`src/rtl/core/srtp_pkg.sv`:
```
`timescale 1ns / 1ps
// ----------------------------------------------------------------------------
// srtp_pkg: shared types and constants for the subtitle time-range parser
// Holds the timestamp pattern table, digit weights and the result record.
// ----------------------------------------------------------------------------
package srtp_pkg;

  localparam int BYTE_W     = 8;
  localparam int MS_W       = 29;
  localparam int POS_W      = 4;
  localparam int COUNT_W    = 2;
  localparam int WEIGHT_W   = 26;
  localparam int DIGIT_W    = 4;

  localparam logic [POS_W-1:0] PATTERN_LEN = 4'd12;
  localparam logic [POS_W-1:0] POS_LAST    = 4'd11;

  // Pattern codes: ANY_DIGIT stands for any of '0'..'9'.
  localparam logic [BYTE_W-1:0] ANY_DIGIT  = 8'h00;
  localparam logic [BYTE_W-1:0] CHAR_COLON = 8'h3A;
  localparam logic [BYTE_W-1:0] CHAR_COMMA = 8'h2C;
  localparam logic [BYTE_W-1:0] CHAR_ZERO  = 8'h30;
  localparam logic [BYTE_W-1:0] CHAR_NINE  = 8'h39;

  localparam logic [COUNT_W-1:0] MATCH_NONE  = 2'd0;
  localparam logic [COUNT_W-1:0] MATCH_START = 2'd1;
  localparam logic [COUNT_W-1:0] MATCH_BOTH  = 2'd2;

  typedef struct packed {
    logic            both_found;
    logic            first_found;
    logic [MS_W-1:0] start_ms;
    logic [MS_W-1:0] end_ms;
  } result_t;

  // Expected byte at each position of dd:dd:dd,ddd.
  function automatic logic [BYTE_W-1:0] pat_char(input logic [POS_W-1:0] pos);
    logic [BYTE_W-1:0] c;
    case (pos)
      4'd2, 4'd5: c = CHAR_COLON;
      4'd8:       c = CHAR_COMMA;
      default:    c = ANY_DIGIT;
    endcase
    return c;
  endfunction

  // Millisecond weight of the digit at each position.
  function automatic logic [WEIGHT_W-1:0] pat_weight(input logic [POS_W-1:0] pos);
    logic [WEIGHT_W-1:0] w;
    case (pos)
      4'd0:    w = 26'd36000000;
      4'd1:    w = 26'd3600000;
      4'd3:    w = 26'd600000;
      4'd4:    w = 26'd60000;
      4'd6:    w = 26'd10000;
      4'd7:    w = 26'd1000;
      4'd9:    w = 26'd100;
      4'd10:   w = 26'd10;
      4'd11:   w = 26'd1;
      default: w = 26'd0;
    endcase
    return w;
  endfunction

endpackage

```
`src/rtl/core/srtp_if.sv`:
```
`timescale 1ns / 1ps
// ----------------------------------------------------------------------------
// srtp_if: valid/ready channels of the subtitle time-range parser
// One interface for text bytes in, one for parsed line results out.
// ----------------------------------------------------------------------------
interface srtp_in_if;
  logic                       valid;
  logic                       ready;
  logic [srtp_pkg::BYTE_W-1:0] text_byte;
  logic                       line_end;

  modport source (output valid, output text_byte, output line_end, input ready);
  modport sink   (input valid, input text_byte, input line_end, output ready);
endinterface

interface srtp_out_if;
  logic                     valid;
  logic                     ready;
  logic                     both_found;
  logic                     first_found;
  logic [srtp_pkg::MS_W-1:0] start_ms;
  logic [srtp_pkg::MS_W-1:0] end_ms;

  modport source (output valid, output both_found, output first_found,
                  output start_ms, output end_ms, input ready);
  modport sink   (input valid, input both_found, input first_found,
                  input start_ms, input end_ms, output ready);
endinterface

```
`src/rtl/core/srtp_scan.sv`:
```
`timescale 1ns / 1ps
// ----------------------------------------------------------------------------
// srtp_scan: timestamp matcher and millisecond accumulator
// Steps one byte through the pattern per cycle in which step is high and forms the line result.
// ----------------------------------------------------------------------------
module srtp_scan (
  input  logic                         clk,
  input  logic                         rst,
  input  logic                         step,
  input  logic [srtp_pkg::BYTE_W-1:0]  text_byte,
  input  logic                         line_end,
  output srtp_pkg::result_t            result
);
  import srtp_pkg::*;

  logic [POS_W-1:0]   pos, pos_next;
  logic [COUNT_W-1:0] match_cnt, match_cnt_next;
  logic [MS_W-1:0]    running, running_next;
  logic [MS_W-1:0]    start_time, start_next;
  logic [MS_W-1:0]    end_time, end_next;

  logic [POS_W-1:0]   pos_eff;
  logic [MS_W-1:0]    running_eff;
  logic [BYTE_W-1:0]  want;
  logic               is_digit;
  logic               hit;
  logic [MS_W:0]      prod;
  logic [MS_W:0]      sum;
  logic [MS_W-1:0]    add;

  always_comb begin
    pos_eff     = (pos >= PATTERN_LEN) ? '0 : pos;
    running_eff = (pos_eff == '0) ? '0 : running;
    want        = pat_char(pos_eff);
    is_digit    = (text_byte >= CHAR_ZERO) && (text_byte <= CHAR_NINE);
    hit         = (want == ANY_DIGIT) ? is_digit : (text_byte == want);
    prod        = (MS_W+1)'(text_byte[DIGIT_W-1:0]) * (MS_W+1)'(pat_weight(pos_eff));
    add         = (hit && want == ANY_DIGIT) ? prod[MS_W-1:0] : '0;
    sum         = (MS_W+1)'(running_eff) + (MS_W+1)'(add);

    pos_next       = pos;
    match_cnt_next = match_cnt;
    running_next   = running;
    start_next     = start_time;
    end_next       = end_time;

    if (match_cnt < MATCH_BOTH) begin
      if (!hit) begin
        pos_next     = '0;
        running_next = '0;
      end else if (pos_eff == POS_LAST) begin
        if (match_cnt == MATCH_NONE) begin
          start_next = sum[MS_W-1:0];
        end else begin
          end_next = sum[MS_W-1:0];
        end
        match_cnt_next = match_cnt + 2'd1;
        pos_next       = '0;
        running_next   = '0;
      end else begin
        pos_next     = pos_eff + 4'd1;
        running_next = sum[MS_W-1:0];
      end
    end

    result.both_found  = (match_cnt_next >= MATCH_BOTH);
    result.first_found = (match_cnt_next >= MATCH_START);
    result.start_ms    = result.first_found ? start_next : '0;
    result.end_ms      = result.both_found ? end_next : '0;
  end

  always_ff @(posedge clk) begin
    if (rst) begin
      pos        <= '0;
      match_cnt  <= '0;
      running    <= '0;
      start_time <= '0;
      end_time   <= '0;
    end else if (step) begin
      if (line_end) begin
        // drop all line state once the result is formed
        pos        <= '0;
        match_cnt  <= '0;
        running    <= '0;
        start_time <= '0;
        end_time   <= '0;
      end else begin
        pos        <= pos_next;
        match_cnt  <= match_cnt_next;
        running    <= running_next;
        start_time <= start_next;
        end_time   <= end_next;
      end
    end
  end

  a_pos_range: assert property (@(posedge clk) disable iff (rst) pos < PATTERN_LEN)
    else $error("srtp_scan: pattern position out of range");

  a_match_cnt_range: assert property (@(posedge clk) disable iff (rst)
    match_cnt <= MATCH_BOTH)
    else $error("srtp_scan: match count above two");

  a_line_clear: assert property (@(posedge clk) disable iff (rst)
    step && line_end |=> (pos == '0) && (match_cnt == MATCH_NONE) && (running == '0))
    else $error("srtp_scan: state not cleared after end of line");

  a_done_frozen: assert property (@(posedge clk) disable iff (rst)
    step && !line_end && (match_cnt == MATCH_BOTH) |=> (match_cnt == MATCH_BOTH)
      && $stable(start_time) && $stable(end_time))
    else $error("srtp_scan: state changed after second match");

endmodule

```
`src/rtl/core/subtitle_time_range_parser_top.sv`:
```
`timescale 1ns / 1ps
// ----------------------------------------------------------------------------
// subtitle_time_range_parser_top: subtitle line time-range parser
// Scans a byte stream for two dd:dd:dd,ddd timestamps per line.
// ----------------------------------------------------------------------------
// The parser takes one byte of a subtitle line per beat on the text channel
// and, on the beat flagged line_end, returns one beat on the result channel
// with the start and end times of the line in milliseconds. It sustains one
// byte per clock: a byte is registered on acceptance, scanned from that
// register by a single-pass matcher (one digit-times-weight product and one
// add), and the line result lands in an output register as its line_end byte
// is scanned. Only a line_end byte waits on the output register: text.ready
// drops for as long as a result is held unclaimed and a line_end byte is
// ready behind it; other bytes keep flowing.
// On a mismatch the matcher restarts at the first pattern position without
// rechecking the offending byte; bytes after the second timestamp are ignored.
// Fields are not range checked, so minutes of 99 simply add in.
// ----------------------------------------------------------------------------
module subtitle_time_range_parser_top (
  input  logic       clk,
  input  logic       rst,
  srtp_in_if.sink    text,
  srtp_out_if.source result
);
  import srtp_pkg::*;

  // input stage
  logic              s1_valid;
  logic [BYTE_W-1:0] s1_byte;
  logic              s1_end;
  logic              s1_fire;

  // output stage
  logic              o_valid;
  result_t           o_data;
  logic              out_free;

  result_t           scan_result;

  // A byte may leave the input stage unless it closes a line and the output
  // register still holds a result nobody has taken.
  assign out_free   = !o_valid || result.ready;
  assign s1_fire    = s1_valid && (!s1_end || out_free);
  assign text.ready = !s1_valid || s1_fire;

  always_ff @(posedge clk) begin
    if (rst) begin
      s1_valid <= 1'b0;
    end else if (text.ready) begin
      s1_valid <= text.valid;
    end
  end

  // advance the payload with the beat; no reset needed
  always_ff @(posedge clk) begin
    if (text.valid && text.ready) begin
      s1_byte <= text.text_byte;
      s1_end  <= text.line_end;
    end
  end

  srtp_scan u_scan (
    .clk       (clk),
    .rst       (rst),
    .step      (s1_fire),
    .text_byte (s1_byte),
    .line_end  (s1_end),
    .result    (scan_result)
  );

  always_ff @(posedge clk) begin
    if (rst) begin
      o_valid <= 1'b0;
    end else if (s1_fire && s1_end) begin
      o_valid <= 1'b1;
    end else if (result.ready) begin
      o_valid <= 1'b0;
    end
  end

  always_ff @(posedge clk) begin
    if (s1_fire && s1_end) begin
      o_data <= scan_result;
    end
  end

  assign result.valid       = o_valid;
  assign result.both_found  = o_data.both_found;
  assign result.first_found = o_data.first_found;
  assign result.start_ms    = o_data.start_ms;
  assign result.end_ms      = o_data.end_ms;

  a_hold_byte: assert property (@(posedge clk) disable iff (rst)
    s1_valid && !s1_fire |=> s1_valid && $stable(s1_byte) && $stable(s1_end))
    else $error("top: stalled byte lost or changed");

  a_no_overwrite: assert property (@(posedge clk) disable iff (rst)
    o_valid && !result.ready |-> !(s1_fire && s1_end))
    else $error("top: pending result overwritten");

  a_flags: assert property (@(posedge clk) disable iff (rst)
    o_valid |-> (!o_data.both_found || o_data.first_found)
      && (o_data.first_found || (o_data.start_ms == '0))
      && (o_data.both_found || (o_data.end_ms == '0)))
    else $error("top: inconsistent result flags and times");

endmodule

```
`src/flat_wrapper.sv`:
```
// flat-port wrapper written by rule: the top's interface ports become plain ports
module subtitle_time_range_parser_top_flat import srtp_pkg::*;
  (clk, rst, text_valid, text_text_byte, text_line_end, text_ready, result_valid, result_both_found, result_first_found, result_start_ms, result_end_ms, result_ready);
  srtp_in_if text_i ();
  srtp_out_if result_i ();
  input  logic clk;
  input  logic rst;
  input wire logic [$bits(text_i.valid)-1:0] text_valid;
  input wire logic [$bits(text_i.text_byte)-1:0] text_text_byte;
  input wire logic [$bits(text_i.line_end)-1:0] text_line_end;
  output wire logic [$bits(text_i.ready)-1:0] text_ready;
  output wire logic [$bits(result_i.valid)-1:0] result_valid;
  output wire logic [$bits(result_i.both_found)-1:0] result_both_found;
  output wire logic [$bits(result_i.first_found)-1:0] result_first_found;
  output wire logic [$bits(result_i.start_ms)-1:0] result_start_ms;
  output wire logic [$bits(result_i.end_ms)-1:0] result_end_ms;
  input wire logic [$bits(result_i.ready)-1:0] result_ready;
  assign text_i.valid = text_valid;
  assign text_i.text_byte = text_text_byte;
  assign text_i.line_end = text_line_end;
  assign text_ready = text_i.ready;
  assign result_valid = result_i.valid;
  assign result_both_found = result_i.both_found;
  assign result_first_found = result_i.first_found;
  assign result_start_ms = result_i.start_ms;
  assign result_end_ms = result_i.end_ms;
  assign result_i.ready = result_ready;
  subtitle_time_range_parser_top u_core (.clk(clk), .rst(rst), .text(text_i), .result(result_i));
endmodule
```
`config.mk`:
```
export PLATFORM = sky130hd
export DESIGN_NAME = subtitle_time_range_parser_top_flat
export DESIGN_NICKNAME = d
export VERILOG_FILES = /design/src/rtl/core/srtp_pkg.sv /design/src/rtl/core/srtp_if.sv /design/src/rtl/core/srtp_scan.sv /design/src/rtl/core/subtitle_time_range_parser_top.sv /design/src/flat_wrapper.sv
export SDC_FILE = /design/constraint.sdc
export NUM_CORES = 1
export LEC_CHECK = 0
export BUFFER_PORTS_ARGS = -buffer_cell sky130_fd_sc_hd__buf_2
export CORE_AREA = 2 2 161 163
export CTS_CLUSTER_SIZE = 10
export DETAILED_ROUTE_END_ITERATION = 8
export DIE_AREA = 0 0 163 165
export PLACE_DENSITY = 0.6
export REMOVE_ABC_BUFFERS = 1
export SYNTH_ARGS = -nofsm -noshare
export SYNTH_HDL_FRONTEND = slang
export SYNTH_SLANG_ARGS = --single-unit
```
`constraint.sdc`:
```
create_clock -name clk -period 13.9 [get_ports clk]
set_input_delay 4.17 -clock clk [delete_from_list [all_inputs] [get_ports clk]]
set_output_delay 4.17 -clock clk [all_outputs]
set_load 0.01 [all_outputs]
```
==> results.yml <==
outcome:
  outcome: "completed"
setup_path:
  worstSetupPathType: "input pin to output port"
  crit_required_ns: 9.73
  crit_top_cell: "buf_2"
  critPathLaunch: "result_ready"
  max_stage_delay_ns: 0.23
  crit_family: "simple AND/OR/NAND/NOR gates"
  cp_slowest_cell: "nor2b_1"
  cp_num_buf_inv: 2
  crit_chain: "buf_2 > nor2b_1 > nand3_1 > buf_2"
  r2r-start: "u_core.u_scan.pos[2]"
  crit_path_end_kind: "output port"
  critPathArrivalTime_ns: 4.78
  critPathMaxFanout: 4
  crit_path_start_kind: "input pin"
clocking:
  worstSkewPairLatency_ns: 0.44
  postCtsResizedCells: 0
  post_cts_buffers: 0
  cts-root-buf: "clkbuf_16"
  cts_tree: "built"
  cts.sinks: 164
  ctsHoldBuffers: 0
  htree_levels: 4
  clockBufferDepth: 2
  cts.clk_slew.worst_paths_ns: 0.07
  cts_buffers: 17
finish:
  syn_to_final_growth_pct: 10.89
  final_common_cell: "nor2_1"
  nNetsFinal: 1456
  antenna_cells: 0
  fillers: 2463
  drive_above_1_share_pct: 10.63
  layout_common_cells: "176 x nor2_1, 134 x nand2_1, 96 x inv_1"
  fin_util_pct: 49.50
  finalNonFillerCells: 1675
place:
  dp_hpwl_mm: 19.81
  dp_slack_ns: 4.943
  dpl.cell_count: 1643
  portBuffers: 74
  gp_congestion: 0.8789
route:
  vias_per_cell: 5.443
  num_vias: 9117
  drt_iter0_drc: 593
  postRouteAntennaNets: 0
  dr.pass1.iters: 5
  route.detailed.drc: 0
  routedWlPerCell_um: 16.57
  totalWireLength_mm: 27.76
grt:
  grt_pass1_vias: 8939
  antenna_found_initial: 0
  grt.overflow.total: 0
  grt_pass1_wl_mm: 45.95
  gr-usage-all-layers_pct: 21.55
  grt_max_degree: 62
synth:
  synthArstFlopShare_pct: 0
  postSynthAreaPerCell_sq_um: 8.669
  syn-cell-area_sq_mm: 0.01117
  ys_seq_area_share_pct: 35.56
  postSynthRegisterBits: 164
  synth_cell_types: 71
  synth_edf_count: 69
  yosys_warnings: 0
  synth_ff_type: "dfxtp_1"
  synth_cells: 1289
job:
  maxCapViolations: 0
floorplanning:
  coreArea_sq_mm: 0.02504
  die-area_sq_mm: 0.02690
  start_util_pct: 44.63
  fp.dieH_um: 165
  die_x_um: 163
  rows: 58
  ioPinCount: 75
timing:
  finClkSkew_ns: 0.01460
  maxSlewHeadroom_pct: 28.52
  finalSetupTns_ns: 0
  finalHoldViolations: 0
  holdWs_ns: 0.4754
  fin_ws_ns: 4.946
  max_clock_freq_mhz: 111.7
  tightest_slew_ns: 1.072
  maxSlewViolCount: 0
  fin_crit_ns: 8.954
  rsz0062_at_grt: "false"
  min_period_over_period_pct: 64.41
  setup_viol: 0
power:
  leakagePower_nw: 5.358
  power_density_mw_per_mm2: 85.40
  ir_worst_vdd_mv: 0.07738
hold_path:
  holdCritPathClass: "register to register"
  hp-start: "u_core.u_scan.start_time[28]"
==> worst reg2reg max path: cells and delay by family, from the launching register on <==
family	cells	cell delay, ns
AOI/OAI and AO/OA	14	3.45
xor gates and xnor gates	1	0.40
adders and majority gates	7	2.45
buffers and inverters	3	0.24
DFF	1	0.39
and+or+nand+nor	6	0.74
==> through the flow <==
step           total power, mW  instance area, sq um
6_report                 1.058                 12390
5_1_grt                  1.097                 12390
4_1_cts                  1.069                 12390
3_5_place_dp            0.5916                 11800
3_3_place_gp            0.5908                 11800
2_1_floorplan           0.5655                 10890
==> path summary, 6_finish.rpt <==
path	to	slack (ns)	cells after the start
min reg2reg	u_core.u_scan.start_time[28]	0.48	2
min	u_core.u_scan.start_time[28]	0.48	2
max reg2reg	u_core.result.end_ms[28]	6.09	31
max	text_ready	4.95	4
==> synthesized netlist by cell type, drive strengths merged (9+ instances only) <==
cell type | n | area (sq um)
a211oi | 12 | 100.1
a21o | 26 | 195.2
a21oi | 97 | 493.0
a22o | 10 | 87.58
a22oi | 73 | 548.0
a31oi | 13 | 102.6
and2 | 65 | 406.6
and3 | 10 | 62.56
buf | 22 | 123.9
clkbuf | 43 | 161.4
dfxtp | 95 | 1902
edfxtp | 69 | 2072
fa | 41 | 820.8
ha | 70 | 875.8
inv | 96 | 360.4
mux2i | 13 | 130.1
nand2 | 134 | 503.0
nand2b | 15 | 93.84
nand3 | 18 | 90.09
nor2 | 179 | 674.4
nor2b | 18 | 112.6
nor3 | 19 | 95.09
o21a | 9 | 67.56
o21ai | 35 | 190.2
xnor2 | 31 | 271.5
xor2 | 13 | 113.9
==> registers in the layout, indices dropped and copies added, names as in the netlist <==
name	flops
u_core.s1_end	1
u_core.result.both_found	1
u_core.result.end_ms	29
u_core.u_scan.start_time	29
u_core.result.start_ms	29
u_core.s1_valid	1
u_core.u_scan.running	29
u_core.u_scan.end_time	29
u_core.result.first_found	1
u_core.s1_byte	8
u_core.u_scan.match_cnt	2
u_core.result.valid	1
u_core.u_scan.pos	4
==> layout make-up <==
cell class                 instances  area, sq um  area share (%)
clock inverter                    15        163.9           1.323
inverter                          99        371.6           2.999
tap                              330        412.9           3.332
clock buffer                      17        425.4           3.433
timing repair buffer              89        483.0           3.897
sequential                       164         3974           32.07
multi-input combinational        961         6561           52.95
==> where the power goes <==
group	internal [mW]	switching (mW)	leakage (nW)
Combinational	0.0248	0.0486	3.55
Sequential	0.502	0.00454	1.52
Clock	0.242	0.236	0.289
==> metal layers <==
| metal | wire [um] | global-route usage [%] | up-vias |
|---|---|---|---|
| li1 | - | - | 4535 |
| met1 | 13030 | 28.83 | 4369 |
| met2 | 13420 | 37.00 | 191 |
| met3 | 958 | 2.938 | 22 |
| met4 | 346 | 5.189 | 0 |
| met5 | 0 | 0 | - |
==> cell families (layout without fill, tap and decap cells) <==
family	after synthesis	after routing	share of synthesized area [%]
AO/OA/AOI/OAI	308	308	18.49
AND/OR/NAND/NOR	484	484	20.07
buffers and inverters	164	220	5.878
multiplexers	13	13	1.164
flip-flops	164	164	35.56
adder cells (fa/ha/maj)	111	111	15.18
XOR/XNOR	45	45	3.661
(Power assumes the default switching activity.)
